==> src/design/servo_slew_pulse_generator_macros.svh <==
// ----------------------------------------------------------------------------
// Servo slew pulse generator assertion macros
// Concurrent assertion wrappers shared by the design files.
// ----------------------------------------------------------------------------
`ifndef SERVO_SLEW_PULSE_GENERATOR_MACROS_SVH
`define SERVO_SLEW_PULSE_GENERATOR_MACROS_SVH

`ifndef ASSERT_OFF

// Check a property on every clock edge outside reset
`define SSPG_ASSERT_DIS(label, clk, rst, prop, msg) \
   label: assert property (@(posedge clk) disable iff (rst) prop) else $error(msg);

// Check a property on every clock edge, reset included
`define SSPG_ASSERT_ALWAYS(label, clk, prop, msg) \
   label: assert property (@(posedge clk) prop) else $error(msg);

`else

`define SSPG_ASSERT_DIS(label, clk, rst, prop, msg)
`define SSPG_ASSERT_ALWAYS(label, clk, prop, msg)

`endif

`endif

==> src/design/sspg_pkg.sv <==
// ----------------------------------------------------------------------------
// Servo slew pulse generator package
// Command codes, register indexes, sequencer states and reset values.
// ----------------------------------------------------------------------------
package sspg_pkg;

   // Width of the pulse result and of the divider quotient
   localparam int PULSE_WIDTH    = 16;
   localparam int CSR_ADDR_WIDTH = 5;
   localparam int CSR_DATA_WIDTH = 32;

   typedef enum logic [1:0] {
      CMD_TICK  = 2'd0,
      CMD_SET   = 2'd1,
      CMD_ADD   = 2'd2,
      CMD_PLACE = 2'd3
   } cmd_type;

   typedef enum logic [2:0] {
      REG_PHYS_RANGE    = 3'd0,
      REG_ZERO_OFFSET   = 3'd1,
      REG_REVERSE       = 3'd2,
      REG_LIMIT_MIN     = 3'd3,
      REG_LIMIT_MAX     = 3'd4,
      REG_PULSE_MIN     = 3'd5,
      REG_PULSE_MAX     = 3'd6,
      REG_STEP_PER_TICK = 3'd7
   } reg_index_type;

   typedef enum logic [3:0] {
      ST_IDLE,
      ST_TARGET,
      ST_MAG,
      ST_LIMIT,
      ST_MOVE,
      ST_OFFSET,
      ST_MIRROR,
      ST_CLAMP,
      ST_MUL_BASE,
      ST_MUL_SPAN,
      ST_SUM,
      ST_DIVIDEND,
      ST_DIVIDE,
      ST_DONE
   } state_type;

   // Register reset values
   localparam logic [8:0]  PHYS_RANGE_RESET  = 9'd180;
   localparam logic [7:0]  ZERO_OFFSET_RESET = 8'd0;
   localparam logic        REVERSE_RESET     = 1'b0;
   localparam logic [8:0]  LIMIT_MIN_RESET   = 9'h1A6;  // -90
   localparam logic [8:0]  LIMIT_MAX_RESET   = 9'd90;
   localparam logic [15:0] PULSE_MIN_RESET   = 16'd500;
   localparam logic [15:0] PULSE_MAX_RESET   = 16'd2500;
   localparam logic [15:0] STEP_RESET        = 16'd768;

endpackage

==> src/design/servo_slew_pulse_generator.sv <==
// ----------------------------------------------------------------------------
// Servo slew pulse generator
// One servo channel: slew-limited current angle, clamped target and the
// servo pulse width for the current angle.
// ----------------------------------------------------------------------------
//  channel   direction  handshake              payload
//  req_      in         req_tvalid/req_tready  tuser cmd, tdata angle
//  rsp_      out        rsp_tvalid/rsp_tready  tdata pulse_us, current_deg,
//                                              at_target
//  csr_      in/out     APB psel/penable       eight config registers
//
//  A request runs through the sequencer states to its result, a tick also
//  through the slew states; the next request is taken the cycle after the
//  result is loaded. The 16-step restoring divider takes most of that time.
//  Reset is synchronous: it restores register defaults, zeroes both angles
//  and empties the result register. A stalled result holds in the output
//  register; the next request is still taken meanwhile.
// ----------------------------------------------------------------------------
`include "servo_slew_pulse_generator_macros.svh"

module servo_slew_pulse_generator #(
   parameter int ANGLE_FRAC_BITS = 8
) (
   input  logic                                clock,
   input  logic                                reset,
   // request channel
   input  logic                                req_tvalid,
   output logic                                req_tready,
   input  logic [15:0]                         req_tdata,  // [9:0] angle
   input  logic [1:0]                          req_tuser,  // [1:0] cmd
   // result channel
   output logic                                rsp_tvalid,
   input  logic                                rsp_tready,
   output logic [31:0]                         rsp_tdata,  // [15:0] pulse_us,
                                                           // [25:16] current_deg,
                                                           // [26] at_target
   // configuration port
   input  logic                                csr_psel,
   input  logic                                csr_penable,
   input  logic                                csr_pwrite,
   input  logic [sspg_pkg::CSR_ADDR_WIDTH-1:0] csr_paddr,
   input  logic [sspg_pkg::CSR_DATA_WIDTH-1:0] csr_pwdata,
   output logic [sspg_pkg::CSR_DATA_WIDTH-1:0] csr_prdata,
   output logic                                csr_pready
);

   localparam int F   = ANGLE_FRAC_BITS;
   localparam int CW  = F + 10;                 // current angle
   localparam int DW  = F + 9;                  // physical range in Q
   localparam int OW  = F + 12;                 // output angle before clamp
   localparam int DFW = F + 11;                 // distance to target
   localparam int MSW = (DFW > 16) ? DFW : 16;  // step compare
   localparam int SW  = 17;                     // pulse span
   localparam int MAW = DW + 1;
   localparam int PW  = MAW + SW;
   localparam int NW  = DW + 17;                // dividend
   localparam int VW  = DW + 1;                 // divisor
   localparam int QW  = sspg_pkg::PULSE_WIDTH;

   localparam logic signed [CW-1:0] CUR_LO = $signed({10'h300, {F{1'b0}}});
   localparam logic signed [CW-1:0] CUR_HI = $signed({10'h0FF, {F{1'b0}}});
   localparam logic signed [CW:0]   HALF_Q = $signed((CW+1)'(1) << (F - 1));

   // configuration registers
   logic [8:0]  phys_ff,  phys_in;
   logic [7:0]  off_ff,   off_in;
   logic        rev_ff,   rev_in;
   logic [8:0]  lmin_ff,  lmin_in;
   logic [8:0]  lmax_ff,  lmax_in;
   logic [15:0] pmin_ff,  pmin_in;
   logic [15:0] pmax_ff,  pmax_in;
   logic [15:0] step_ff,  step_in;
   logic        cfg_wr;
   sspg_pkg::reg_index_type cfg_idx;

   // sequencer and datapath
   sspg_pkg::state_type state_ff, state_in;
   sspg_pkg::cmd_type   cmd_ff,   cmd_in;
   logic signed [9:0]     ang_ff,   ang_in;
   logic signed [9:0]     tgt_ff,   tgt_in;
   logic signed [CW-1:0]  cur_ff,   cur_in;
   logic signed [DFW-1:0] diff_ff,  diff_in;
   logic [DFW-1:0]        mag_ff,   mag_in;
   logic                  neg_ff,   neg_in;
   logic [DFW-1:0]        stp_ff,   stp_in;
   logic signed [OW-1:0]  out_ff,   out_in;
   logic [DW-1:0]         oclip_ff, oclip_in;
   logic signed [SW-1:0]  span_ff,  span_in;
   logic signed [PW-1:0]  prod_ff,  prod_in;
   logic signed [PW-1:0]  num_ff,   num_in;
   logic signed [9:0]     deg_ff,   deg_in;
   logic                  at_ff,    at_in;
   logic                  rsp_valid_ff, rsp_valid_in;
   logic [31:0]           rsp_data_ff,  rsp_data_in;
   logic                  rsp_load;

   // combinational pieces
   logic [DW-1:0]         d_q;
   logic signed [10:0]    sum_t, lo_t, hi_t, raised_t, clamped_t;
   logic signed [DFW:0]   cur_ext, stp_s, move_t;
   logic [MSW-1:0]        step_ext, mag_ext;
   logic signed [8:0]     off9, offn;
   logic signed [OW-1:0]  out_raw, d_ext;
   logic signed [CW:0]    round_v;
   logic signed [10:0]    deg_t;
   logic                  deg_adj;
   logic signed [MAW-1:0] mul_a;
   logic signed [SW-1:0]  mul_b;
   logic signed [PW-1:0]  mul_p;
   logic                  div_start, div_done;
   logic [NW-1:0]         div_dividend;
   logic [QW-1:0]         div_quotient;
   logic [15:0]           pulse;

   // ---------------------------------------------------------------- config
   assign csr_pready = 1'b1;
   assign cfg_wr     = csr_psel & csr_penable & csr_pwrite & csr_pready;
   assign cfg_idx    = sspg_pkg::reg_index_type'(csr_paddr[4:2]);

   // Write the addressed register
   always_comb begin
      phys_in = phys_ff;
      off_in  = off_ff;
      rev_in  = rev_ff;
      lmin_in = lmin_ff;
      lmax_in = lmax_ff;
      pmin_in = pmin_ff;
      pmax_in = pmax_ff;
      step_in = step_ff;
      if (cfg_wr) begin
         unique case (cfg_idx)
            sspg_pkg::REG_PHYS_RANGE:    phys_in = csr_pwdata[8:0];
            sspg_pkg::REG_ZERO_OFFSET:   off_in  = csr_pwdata[7:0];
            sspg_pkg::REG_REVERSE:       rev_in  = csr_pwdata[0];
            sspg_pkg::REG_LIMIT_MIN:     lmin_in = csr_pwdata[8:0];
            sspg_pkg::REG_LIMIT_MAX:     lmax_in = csr_pwdata[8:0];
            sspg_pkg::REG_PULSE_MIN:     pmin_in = csr_pwdata[15:0];
            sspg_pkg::REG_PULSE_MAX:     pmax_in = csr_pwdata[15:0];
            sspg_pkg::REG_STEP_PER_TICK: step_in = csr_pwdata[15:0];
         endcase
      end
   end

   // Read back the addressed register
   always_comb begin
      unique case (cfg_idx)
         sspg_pkg::REG_PHYS_RANGE:    csr_prdata = {23'd0, phys_ff};
         sspg_pkg::REG_ZERO_OFFSET:   csr_prdata = {24'd0, off_ff};
         sspg_pkg::REG_REVERSE:       csr_prdata = {31'd0, rev_ff};
         sspg_pkg::REG_LIMIT_MIN:     csr_prdata = {23'd0, lmin_ff};
         sspg_pkg::REG_LIMIT_MAX:     csr_prdata = {23'd0, lmax_ff};
         sspg_pkg::REG_PULSE_MIN:     csr_prdata = {16'd0, pmin_ff};
         sspg_pkg::REG_PULSE_MAX:     csr_prdata = {16'd0, pmax_ff};
         sspg_pkg::REG_STEP_PER_TICK: csr_prdata = {16'd0, step_ff};
      endcase
   end

   // ------------------------------------------------------------- sequencer
   always_comb begin
      state_in   = state_ff;
      req_tready = 1'b0;
      div_start  = 1'b0;
      rsp_load   = 1'b0;
      unique case (state_ff)
         sspg_pkg::ST_IDLE: begin
            req_tready = 1'b1;
            if (req_tvalid) state_in = sspg_pkg::ST_TARGET;
         end
         sspg_pkg::ST_TARGET: begin
            state_in = (cmd_ff == sspg_pkg::CMD_TICK) ? sspg_pkg::ST_MAG
                                                       : sspg_pkg::ST_OFFSET;
         end
         sspg_pkg::ST_MAG:      state_in = sspg_pkg::ST_LIMIT;
         sspg_pkg::ST_LIMIT:    state_in = sspg_pkg::ST_MOVE;
         sspg_pkg::ST_MOVE:     state_in = sspg_pkg::ST_OFFSET;
         sspg_pkg::ST_OFFSET:   state_in = sspg_pkg::ST_MIRROR;
         sspg_pkg::ST_MIRROR:   state_in = sspg_pkg::ST_CLAMP;
         sspg_pkg::ST_CLAMP:    state_in = sspg_pkg::ST_MUL_BASE;
         sspg_pkg::ST_MUL_BASE: state_in = sspg_pkg::ST_MUL_SPAN;
         sspg_pkg::ST_MUL_SPAN: state_in = sspg_pkg::ST_SUM;
         sspg_pkg::ST_SUM:      state_in = sspg_pkg::ST_DIVIDEND;
         sspg_pkg::ST_DIVIDEND: begin
            div_start = 1'b1;
            state_in  = sspg_pkg::ST_DIVIDE;
         end
         sspg_pkg::ST_DIVIDE: begin
            if (div_done) state_in = sspg_pkg::ST_DONE;
         end
         sspg_pkg::ST_DONE: begin
            if (!rsp_valid_ff || rsp_tready) begin
               rsp_load = 1'b1;
               state_in = sspg_pkg::ST_IDLE;
            end
         end
         default: state_in = sspg_pkg::ST_IDLE;
      endcase
   end

   // -------------------------------------------------------------- datapath
   assign d_q = {phys_ff, {F{1'b0}}};

   // Target: add or take, then raise to the low limit and cap at the high
   assign sum_t     = (cmd_ff == sspg_pkg::CMD_ADD) ? (11'(tgt_ff) + 11'(ang_ff))
                                                    : 11'(ang_ff);
   assign lo_t      = 11'($signed(lmin_ff));
   assign hi_t      = 11'($signed(lmax_ff));
   assign raised_t  = (sum_t < lo_t) ? lo_t : sum_t;
   assign clamped_t = (raised_t > hi_t) ? hi_t : raised_t;

   // Tick: move by the smaller of step and remaining distance
   assign step_ext = MSW'(step_ff);
   assign mag_ext  = MSW'(mag_ff);
   assign cur_ext  = (DFW+1)'(cur_ff);
   assign stp_s    = $signed({1'b0, stp_ff});
   assign move_t   = neg_ff ? (cur_ext - stp_s) : (cur_ext + stp_s);

   // Output angle: current plus offset plus half the range
   assign off9    = 9'($signed(off_ff));
   assign offn    = rev_ff ? -off9 : off9;
   assign out_raw = OW'(cur_ff) + OW'($signed({offn, {F{1'b0}}}))
                  + $signed(OW'({phys_ff, {(F-1){1'b0}}}));
   assign d_ext   = $signed(OW'(d_q));

   // Rounded degrees, truncated toward zero
   assign round_v = (CW+1)'(cur_ff) + HALF_Q;
   assign deg_adj = round_v[CW] & (|round_v[F-1:0]);
   assign deg_t   = $signed(round_v[CW:F]) + $signed(11'(deg_adj));

   // Shared multiplier: base pulse, then span times angle
   assign mul_a = (state_ff == sspg_pkg::ST_MUL_SPAN) ? $signed({1'b0, oclip_ff})
                                                      : $signed(MAW'(phys_ff));
   assign mul_b = (state_ff == sspg_pkg::ST_MUL_SPAN) ? span_ff
                                                      : $signed({1'b0, pmin_ff});
   assign mul_p = mul_a * mul_b;

   // Rounded numerator 2*num + d, negative numerators taken as zero
   assign div_dividend = num_ff[PW-1] ? NW'(d_q)
                                      : ({num_ff[NW-2:0], 1'b0} + NW'(d_q));

   always_comb begin
      cmd_in   = cmd_ff;
      ang_in   = ang_ff;
      tgt_in   = tgt_ff;
      cur_in   = cur_ff;
      diff_in  = diff_ff;
      mag_in   = mag_ff;
      neg_in   = neg_ff;
      stp_in   = stp_ff;
      out_in   = out_ff;
      oclip_in = oclip_ff;
      span_in  = span_ff;
      prod_in  = prod_ff;
      num_in   = num_ff;
      deg_in   = deg_ff;
      at_in    = at_ff;
      unique case (state_ff)
         sspg_pkg::ST_IDLE: begin
            if (req_tvalid) begin
               cmd_in = sspg_pkg::cmd_type'(req_tuser);
               ang_in = $signed(req_tdata[9:0]);
            end
         end
         sspg_pkg::ST_TARGET: begin
            if (cmd_ff != sspg_pkg::CMD_TICK) tgt_in = clamped_t[9:0];
            if (cmd_ff == sspg_pkg::CMD_PLACE) begin
               cur_in = $signed({clamped_t[9:0], {F{1'b0}}});
            end
            diff_in = DFW'($signed({tgt_ff, {F{1'b0}}})) - DFW'(cur_ff);
         end
         sspg_pkg::ST_MAG: begin
            neg_in = diff_ff[DFW-1];
            mag_in = diff_ff[DFW-1] ? $unsigned(-diff_ff) : $unsigned(diff_ff);
         end
         sspg_pkg::ST_LIMIT: begin
            stp_in = (step_ext > mag_ext) ? mag_ff : step_ext[DFW-1:0];
         end
         sspg_pkg::ST_MOVE: begin
            cur_in = move_t[CW-1:0];
         end
         sspg_pkg::ST_OFFSET: begin
            out_in  = out_raw;
            span_in = $signed({1'b0, pmax_ff}) - $signed({1'b0, pmin_ff});
            deg_in  = deg_t[9:0];
            at_in   = (cur_ff == $signed({tgt_ff, {F{1'b0}}}));
         end
         sspg_pkg::ST_MIRROR: begin
            if (rev_ff) out_in = d_ext - out_ff;
         end
         sspg_pkg::ST_CLAMP: begin
            if (out_ff[OW-1]) begin
               oclip_in = '0;
            end else if (out_ff > d_ext) begin
               oclip_in = d_q;
            end else begin
               oclip_in = out_ff[DW-1:0];
            end
         end
         sspg_pkg::ST_MUL_BASE: begin
            prod_in = mul_p;
         end
         sspg_pkg::ST_MUL_SPAN: begin
            num_in  = prod_ff <<< F;
            prod_in = mul_p;
         end
         sspg_pkg::ST_SUM: begin
            num_in = num_ff + prod_ff;
         end
         default: begin
         end
      endcase
   end

   sspg_divider #(
      .DVD_WIDTH (NW),
      .DVS_WIDTH (VW)
   ) u_divider (
      .clock    (clock),
      .reset    (reset),
      .start    (div_start),
      .dividend (div_dividend),
      .divisor  ({phys_ff, {(F+1){1'b0}}}),
      .quotient (div_quotient),
      .done     (div_done)
   );

   // A zero range gives the base pulse
   assign pulse = (phys_ff == '0) ? pmin_ff : div_quotient;

   // Output register: hold until taken
   assign rsp_data_in  = rsp_load ? {5'd0, at_ff, deg_ff, pulse} : rsp_data_ff;
   assign rsp_valid_in = rsp_load | (rsp_valid_ff & ~rsp_tready);

   assign rsp_tvalid = rsp_valid_ff;
   assign rsp_tdata  = rsp_data_ff;

   always_ff @(posedge clock) begin
      if (reset) begin
         phys_ff      <= sspg_pkg::PHYS_RANGE_RESET;
         off_ff       <= sspg_pkg::ZERO_OFFSET_RESET;
         rev_ff       <= sspg_pkg::REVERSE_RESET;
         lmin_ff      <= sspg_pkg::LIMIT_MIN_RESET;
         lmax_ff      <= sspg_pkg::LIMIT_MAX_RESET;
         pmin_ff      <= sspg_pkg::PULSE_MIN_RESET;
         pmax_ff      <= sspg_pkg::PULSE_MAX_RESET;
         step_ff      <= sspg_pkg::STEP_RESET;
         state_ff     <= sspg_pkg::ST_IDLE;
         tgt_ff       <= '0;
         cur_ff       <= '0;
         rsp_valid_ff <= 1'b0;
      end else begin
         phys_ff      <= phys_in;
         off_ff       <= off_in;
         rev_ff       <= rev_in;
         lmin_ff      <= lmin_in;
         lmax_ff      <= lmax_in;
         pmin_ff      <= pmin_in;
         pmax_ff      <= pmax_in;
         step_ff      <= step_in;
         state_ff     <= state_in;
         tgt_ff       <= tgt_in;
         cur_ff       <= cur_in;
         rsp_valid_ff <= rsp_valid_in;
      end
      cmd_ff      <= cmd_in;
      ang_ff      <= ang_in;
      diff_ff     <= diff_in;
      mag_ff      <= mag_in;
      neg_ff      <= neg_in;
      stp_ff      <= stp_in;
      out_ff      <= out_in;
      oclip_ff    <= oclip_in;
      span_ff     <= span_in;
      prod_ff     <= prod_in;
      num_ff      <= num_in;
      deg_ff      <= deg_in;
      at_ff       <= at_in;
      rsp_data_ff <= rsp_data_in;
   end

   `SSPG_ASSERT_ALWAYS(a_reset_clear, clock, reset |=> (!rsp_tvalid && req_tready), "block not idle after reset")
   `SSPG_ASSERT_DIS(a_accept_busy, clock, reset, (req_tvalid && req_tready) |=> !req_tready, "request taken while busy")
   `SSPG_ASSERT_DIS(a_cur_range, clock, reset, (cur_ff >= CUR_LO) && (cur_ff <= CUR_HI), "current angle out of range")
   `SSPG_ASSERT_DIS(a_tgt_range, clock, reset, tgt_ff[9] == tgt_ff[8], "target angle out of range")

endmodule

==> src/design/sspg_divider.sv <==
// ----------------------------------------------------------------------------
// Servo slew pulse generator divider
// Restoring divider, one quotient bit per cycle, quotient known to fit
// PULSE_WIDTH bits.
// ----------------------------------------------------------------------------
`include "servo_slew_pulse_generator_macros.svh"

module sspg_divider #(
   parameter int DVD_WIDTH = 34,
   parameter int DVS_WIDTH = 18
) (
   input  logic                               clock,
   input  logic                               reset,
   input  logic                               start,
   input  logic [DVD_WIDTH-1:0]               dividend,
   input  logic [DVS_WIDTH-1:0]               divisor,
   output logic [sspg_pkg::PULSE_WIDTH-1:0]   quotient,
   output logic                               done
);

   localparam int QW   = sspg_pkg::PULSE_WIDTH;
   localparam int SHW  = DVS_WIDTH + QW - 1;
   localparam int CMPW = (SHW > DVD_WIDTH) ? SHW : DVD_WIDTH;
   localparam int CNTW = $clog2(QW);

   logic                 busy_ff, busy_in;
   logic                 done_ff, done_in;
   logic [CNTW-1:0]      cnt_ff, cnt_in;
   logic [DVD_WIDTH-1:0] rem_ff, rem_in;
   logic [SHW-1:0]       dvs_ff, dvs_in;
   logic [QW-1:0]        quo_ff, quo_in;
   logic [CMPW:0]        trial;
   logic                 fits;

   // Trial subtract of the shifted divisor
   assign trial = {1'b0, CMPW'(rem_ff)} - {1'b0, CMPW'(dvs_ff)};
   assign fits  = !trial[CMPW];

   // Load on start, then one bit per cycle
   always_comb begin
      busy_in = busy_ff;
      done_in = 1'b0;
      cnt_in  = cnt_ff;
      rem_in  = rem_ff;
      dvs_in  = dvs_ff;
      quo_in  = quo_ff;
      if (start) begin
         busy_in = 1'b1;
         cnt_in  = '0;
         rem_in  = dividend;
         dvs_in  = {divisor, {(QW-1){1'b0}}};
      end else if (busy_ff) begin
         rem_in = fits ? trial[DVD_WIDTH-1:0] : rem_ff;
         quo_in = {quo_ff[QW-2:0], fits};
         dvs_in = dvs_ff >> 1;
         cnt_in = cnt_ff + 1'b1;
         if (cnt_ff == CNTW'(QW - 1)) begin
            busy_in = 1'b0;
            done_in = 1'b1;
         end
      end
   end

   always_ff @(posedge clock) begin
      if (reset) begin
         busy_ff <= 1'b0;
         done_ff <= 1'b0;
         cnt_ff  <= '0;
      end else begin
         busy_ff <= busy_in;
         done_ff <= done_in;
         cnt_ff  <= cnt_in;
      end
      rem_ff <= rem_in;
      dvs_ff <= dvs_in;
      quo_ff <= quo_in;
   end

   assign quotient = quo_ff;
   assign done     = done_ff;

   `SSPG_ASSERT_DIS(a_start_busy, clock, reset, start |=> busy_ff, "divider not busy after start")
   `SSPG_ASSERT_DIS(a_fall_done, clock, reset, $fell(busy_ff) |-> done_ff, "divider ended without done")
   `SSPG_ASSERT_DIS(a_quot_fits, clock, reset, (start && (divisor != '0)) |-> ((dividend >> QW) < divisor), "quotient would overflow")

endmodule

==> config.mk <==
export PLATFORM = sky130hd
export DESIGN_NAME = servo_slew_pulse_generator
export DESIGN_NICKNAME = d
export VERILOG_FILES = /design/src/design/sspg_pkg.sv /design/src/design/servo_slew_pulse_generator.sv /design/src/design/sspg_divider.sv
export VERILOG_INCLUDE_DIRS = /design/src /design/src/design
export SDC_FILE = /design/constraint.sdc
export NUM_CORES = 2
export LEC_CHECK = 0
export BUFFER_PORTS_ARGS = -buffer_cell sky130_fd_sc_hd__buf_2
export CAP_MARGIN = 40
export CORE_UTILIZATION = 65
export CTS_BUF_LIST = sky130_fd_sc_hd__clkbuf_2
export DETAILED_ROUTE_END_ITERATION = 6
export PLACE_DENSITY = 0.83
export RECOVER_POWER = 50
export SKIP_CTS_REPAIR_TIMING = 1
export SYNTH_ARGS = -nofsm -noshare
export SYNTH_HDL_FRONTEND = slang
export SYNTH_SLANG_ARGS = --single-unit
==> constraint.sdc <==
create_clock -name clock -period 10.35 [get_ports clock]
set_input_delay 0.5175 -clock clock [delete_from_list [all_inputs] [get_ports clock]]
set_output_delay 0.5175 -clock clock [all_outputs]
set_load 0.05 [all_outputs]
== Yosys cells after proc, flatten, opt, wreduce, memory -nomap -nowiden ==
Index checks and enable logic that the tools add are counted.
W data, S select, Z words.
Storage, ports and cells
  register bits: 437
  bits in latches: 0
  RAM bits: 0
  ROM bits: 0
  bits of input ports: 62
  output and inout port bits: 67
  memories kept: 0
Operators by class
  add/sub/neg operators: 16
  multiply operators: 1
  divide/modulo/power cells: 0
  $lt $le $gt $ge: 4
  equality and inequality tests: 30
  shift operators: 0
  muxes and demuxes: 36
  bitwise gates (word level): 8
  reductions and logical operators: 32
Operator list (number)
  $pmux W32 S8: 1
  $mux W34: 4
  $pmux W35 S2: 1
  $mux W33: 2
  $pmux W4 S14: 1
  $mux W18: 3
  $mux W17: 3
  $pmux W20 S2: 1
  $pmux W18 S2: 1
  $add A35 B35 Y35: 1
  $mul A18 B17 Y35: 1
  $sub A34 B33 Y35: 1
  $add A34 B17 Y34: 1
  $mux W16: 2
  $eq A4 B4 Y1 const B: 7
  $reduce_and A2 Y1: 14
  $mux W11: 2
  $add A19 B17 Y20: 1
  $gt A20 B18 Y1: 1
  $mux W20: 1
  $sub A18 B20 Y20: 1
  $add A18 B17 Y19: 1
  $add A18 B9 Y19 const B: 1
  $gt A16 B19 Y1: 1
  40 further kinds: 74

== Depth between registers and ports, before layout ==
  depth after elaboration: 8
  gate-level depth with buffers: 30
  mapped depth without buffers: 29

== By module ==
A second synthesis with hierarchy kept.
Unflattened totals
  cell total of the unflattened synthesis: 4095
  area total of the unflattened synthesis: 37460.9 µm²
By module, submodules not included
  servo_slew_pulse_generator: times used 1, cells each 3490, area an instance 31810.5 µm², sequential area each 9278.9 µm²
  sspg_divider: times used 1, cells each 605, area an instance 5650.4 µm², sequential area each 2462.4 µm²

== Worst setup path before layout ==
No wires, ideal clock.
  path type: register to register
  start: register state_ff[0]
  end: register prod_ff[34], data pin
  library setup time: 0.259 ns
  arrival: 7.629 ns
  path slack: 2.462 ns
  stages on the path, launching flop included: 31
  cell sequence: dfxtp_1 -> clkbuf_1 -> nand2_1 -> nor3_1 -> clkbuf_1 -> clkbuf_1 -> nand2_1 -> o21ai_1 -> nand2_1 -> fa_1 -> inv_1 -> fa_1 -> inv_1 -> fa_1 -> inv_1 -> fa_1 -> fa_1 -> inv_1 -> fa_1 -> inv_1 -> ha_1 -> a21oi_1 -> o21ai_0 -> a41oi_1 -> o21ai_1 -> a311oi_1 -> o21a_1 -> a21oi_1 -> a211oi_1 -> a21oi_1 -> xnor2_1
On the way
  longest elaborated chain between the ends: 3
RTL lines
  start: declaration: RTL line servo_slew_pulse_generator.sv:77  | sspg_pkg::state_type state_ff, state_in;
  start signal: assignment: RTL line servo_slew_pulse_generator.sv:346  | state_ff <= sspg_pkg::ST_IDLE;
  start signal: assignment: RTL line servo_slew_pulse_generator.sv:359  | state_ff <= state_in;
  $eq A4 B4 Y1 (*): RTL line servo_slew_pulse_generator.sv:230, servo_slew_pulse_generator.sv:232
  $mux W17, on equally long branches: RTL line servo_slew_pulse_generator.sv:230, servo_slew_pulse_generator.sv:232
  $mul A18 B17 Y35 (*): RTL line servo_slew_pulse_generator.sv:234  | assign mul_p = mul_a * mul_b;
  named net mul_p[34]: RTL line servo_slew_pulse_generator.sv:109  | logic signed [PW-1:0] mul_p;
  end signal: assignment: RTL line servo_slew_pulse_generator.sv:373  | prod_ff <= prod_in;
  end: declaration: RTL line servo_slew_pulse_generator.sv:89  | logic signed [PW-1:0] prod_ff, prod_in;
Mark *: on every way through the listed nets, which the timed path passes. The rest lies on a longest branch.
A chain may end at the register's enable or synchronous reset.

== Final worst setup path ==
  start: register state_ff[3]
  end: register prod_ff[34], data pin
The elaborated chain is that of the path after synthesis.

==> impl_metrics.py <==
metrics = {
    "clocking": {
        "cts_sinks": 437,
        "cts_root_buf": "clkbuf_2",
        "cts_buffers": 111,
        "cts.clk_slew.worst_paths_ns": 0.11,
        "cts_buffer_depth": 3,
        "cts_max_level": 3,
        "clock_latency_ns": 1.24,
        "cts_tree": "built",
    },
    "critical_path": {
        "critPathCaptureType": "flip-flop",
        "crit_type": "reg2reg",
        "cp.buffers_inverters": 5,
        "path_max_fanout": 117,
        "crit_top_cell": "fa_1",
        "crit_required_ns": 11.23,
        "slowest_delay_ns": 0.78,
        "startpoint_type": "flip-flop",
        "cp_top_family": "adder cells",
        "cp.arrival_ns": 9.80,
        "cpMaxStageDelayCell": "mux2i_1",
    },
    "power": {
        "vdd_drop_max_mv": 0.155,
        "p_comb_share_pct": 25.0,
        "switchingPower_mw": 1.55,
        "swShare_pct": 34.7,
        "pwr-share-clk_pct": 28.4,
        "p_seq_share_pct": 46.6,
        "powerDensity_nw_per_um2": 113,
        "finalPower_mw": 4.46,
        "p_leak_nw": 17.8,
        "internal_power_mw": 2.91,
    },
    "placement": {
        "dpl.hpwl_um": 74400,
        "portBuffers": 82,
        "place_inst": 4728,
        "gp_congestion": 0.977,
    },
    "sta": {
        "worstMarginPinSlew_ns": 3.59,
        "setup_viol": 0,
        "period_minus_slack_ns": 8.92,
        "rsz0062_at_grt": "no",
        "tns_ns": 0,
        "maxSlewViolCount": 353,
        "fmax_mhz": 112,
        "skew_ns": 0.146,
        "finalHoldViolCount": 0,
        "fin_crit_sh_pct": 86.2,
        "max-slew-margin-rel_pct": -139,
    },
    "yosys": {
        "synth_cell_types": 77,
        "ys_top_cells_by_area": "edfxtp_1 (24%), fa_1 (13%), ha_1 (11%)",
        "yosysWarnings": 0,
        "synth_edf_count": 290,
        "syn-cell-area_um2": 36700,
        "yosys.area.top_type": "edfxtp_1",
        "syn_area_per_cell_um2": 9.20,
        "ys_seq_elements": 437,
        "synth-async-reset-ratio_pct": 0,
        "yosysMostFrequentCell": "inv_1",
        "synth_cells": 3991,
        "synthTopCellsByCount": "inv_1 (481), nand2_1 (412), nor2_1 (383)",
        "synth_top_area_share_pct": 23.7,
        "yosys_most_used_dff": "edfxtp_1",
        "yosysSeqAreaShare_pct": 31.7,
    },
    "global_routing": {
        "grt_pass1_wl_um": 152000,
        "grt_pass1_vias": 28300,
        "grt_max_degree": 118,
        "grt_usage_pct": 34.3,
        "grt_overflow": 0,
        "antenna_found_initial": 2,
    },
    "die": {
        "rows": 86,
        "die_area_um2": 57400,
        "floorplan.initialDensity_pct": 66.2,
        "ioPinCount": 129,
        "core_area_um2": 55400,
        "die-height_um": 240,
        "die-width_um": 240,
    },
    "detailed_routing": {
        "totalWireLength_um": 99800,
        "drt_first_pass_iters": 6,
        "vias_per_cell": 6.08,
        "via_count": 30300,
        "drc": 0,
        "wl_per_cell_um": 20.0,
        "initialDrtViolationCount": 3059,
        "detail-route-antenna-nets": 0,
    },
    "run_status": {
        "status": "finished with violations",
        "violations": "capacitance limit, slew limit",
    },
    "final_layout": {
        "area_growth_pct": 7.17,
        "drive_gt1_share_pct": 8.74,
        "fin_cells": 4987,
        "layout.nets": 4765,
    },
    "flow_run": {
        "drv_cap": 8,
    },
    "hold_path": {
        "hold_path.class": "in2reg",
    },
}
## layout make-up
| type | instances | area (um2) |
|---|---|---|
| Multi-Input combinational cell | 2932 | 22700 |
| Fill cell | 4110 | 16100 |
| Sequential cell | 437 | 11700 |
| Inverter | 481 | 1810 |
| Timing Repair Buffer | 176 | 1200 |
| Tap cell | 748 | 936 |
| Clock buffer | 164 | 821 |
| Clock inverter | 45 | 255 |
| Antenna cell | 4 | 10.0 |
## state kept, by name (all words and copies together) (netlist names), 17 cells and up
name,count
out_ff,20
prod_ff,35
oclip_ff,17
span_ff,17
stp_ff,18
diff_ff,19
num_ff,35
rsp_tdata,27
u_divider.rem_ff,34
u_divider.dvs_ff,33
cur_ff,18
mag_ext,19
## layer usage
metal | routed length (um) | share of wire, % | GRT usage [%]
met5 | 0 | 0 | 0
met4 | 6020 | 6.0 | 17.8
met1 | 38500 | 39 | 44.8
met3 | 10300 | 10 | 7.72
met2 | 44900 | 45 | 53.4
## logic make-up after synthesis
group | Yosys count | share of synthesized area, %
xor+xnor | 225 | 5.37
simple gates | 1243 | 15.5
buf+inv | 644 | 6.81
mux | 127 | 3.64
flops | 437 | 31.7
compound gates | 749 | 12.9
other cells | 2 | 0.0205
fa+ha+maj | 564 | 24.1
## stage by stage
| stage | hold WS, ns | util [%] | instance area, um2 | setup WS (ns) |
|---|---|---|---|---|
| floorplan | 0.400 | - | 36800 | 2.46 |
| global placement | 0.402 | 68.2 | 37800 | 1.62 |
| detailed placement | 0.406 | 68.4 | 37900 | 1.55 |
| CTS | -0.614 | 70.3 | 39000 | 1.48 |
| global route | 0.0221 | 71.0 | 39300 | 1.00 |
| finish | 0.0565 | 71.0 | 39300 | 1.43 |
## final timing paths
path,startpoint,end,slack (ns),depth (start not counted)
max,state_ff[3],prod_ff[34],1.43,26
min,csr_penable,phys_ff[8],0.06,6
max reg2reg,state_ff[3],prod_ff[34],1.43,26
min reg2reg,deg_ff[6],rsp_tdata[22],0.43,0
## worst min-delay path: stages
cell,delay (ns)
buf_2,0.10
nand3_1,0.21
nor2_1,0.10
nor2_1,0.09
a21oi_1,0.05
nor2_1,0.08
## power groups by stage
stage,logic [mW],clock network [mW],registers [mW]
floorplan,0.849,0,2.06
global placement,1.03,0,2.11
detailed placement,1.07,0,2.11
CTS,1.08,1.28,2.07
global route,1.23,1.37,2.08
finish,1.12,1.27,2.08
## cell usage in the layout, fill, tap and decap left out, types with 20 or more instances in the layout
master           n
xor2_1          85
a211oi_1        29
a21oi_1        231
inv_1          481
fa_1           239
nor3_1          65
clkbuf_2       164
a21o_1          61
mux2_2          37
nand3_1         73
o21bai_1        23
o21a_1          26
and2_1          26
a211o_1         25
or3_1           22
dfxtp_1        146
nand3b_1        20
ha_1           325
and3_1          79
xnor2_1        140
clkinv_1        30
nand4_1         23
dlygate4sd3_1   44
nand2_1        412
edfxtp_1       290
nor2_1         382
mux2i_1         88
o21ai_0        167
conb_1          24
nor2b_1         45
buf_2           85
buf_4           27
nand2b_1        31
(Power assumes the default switching activity.)
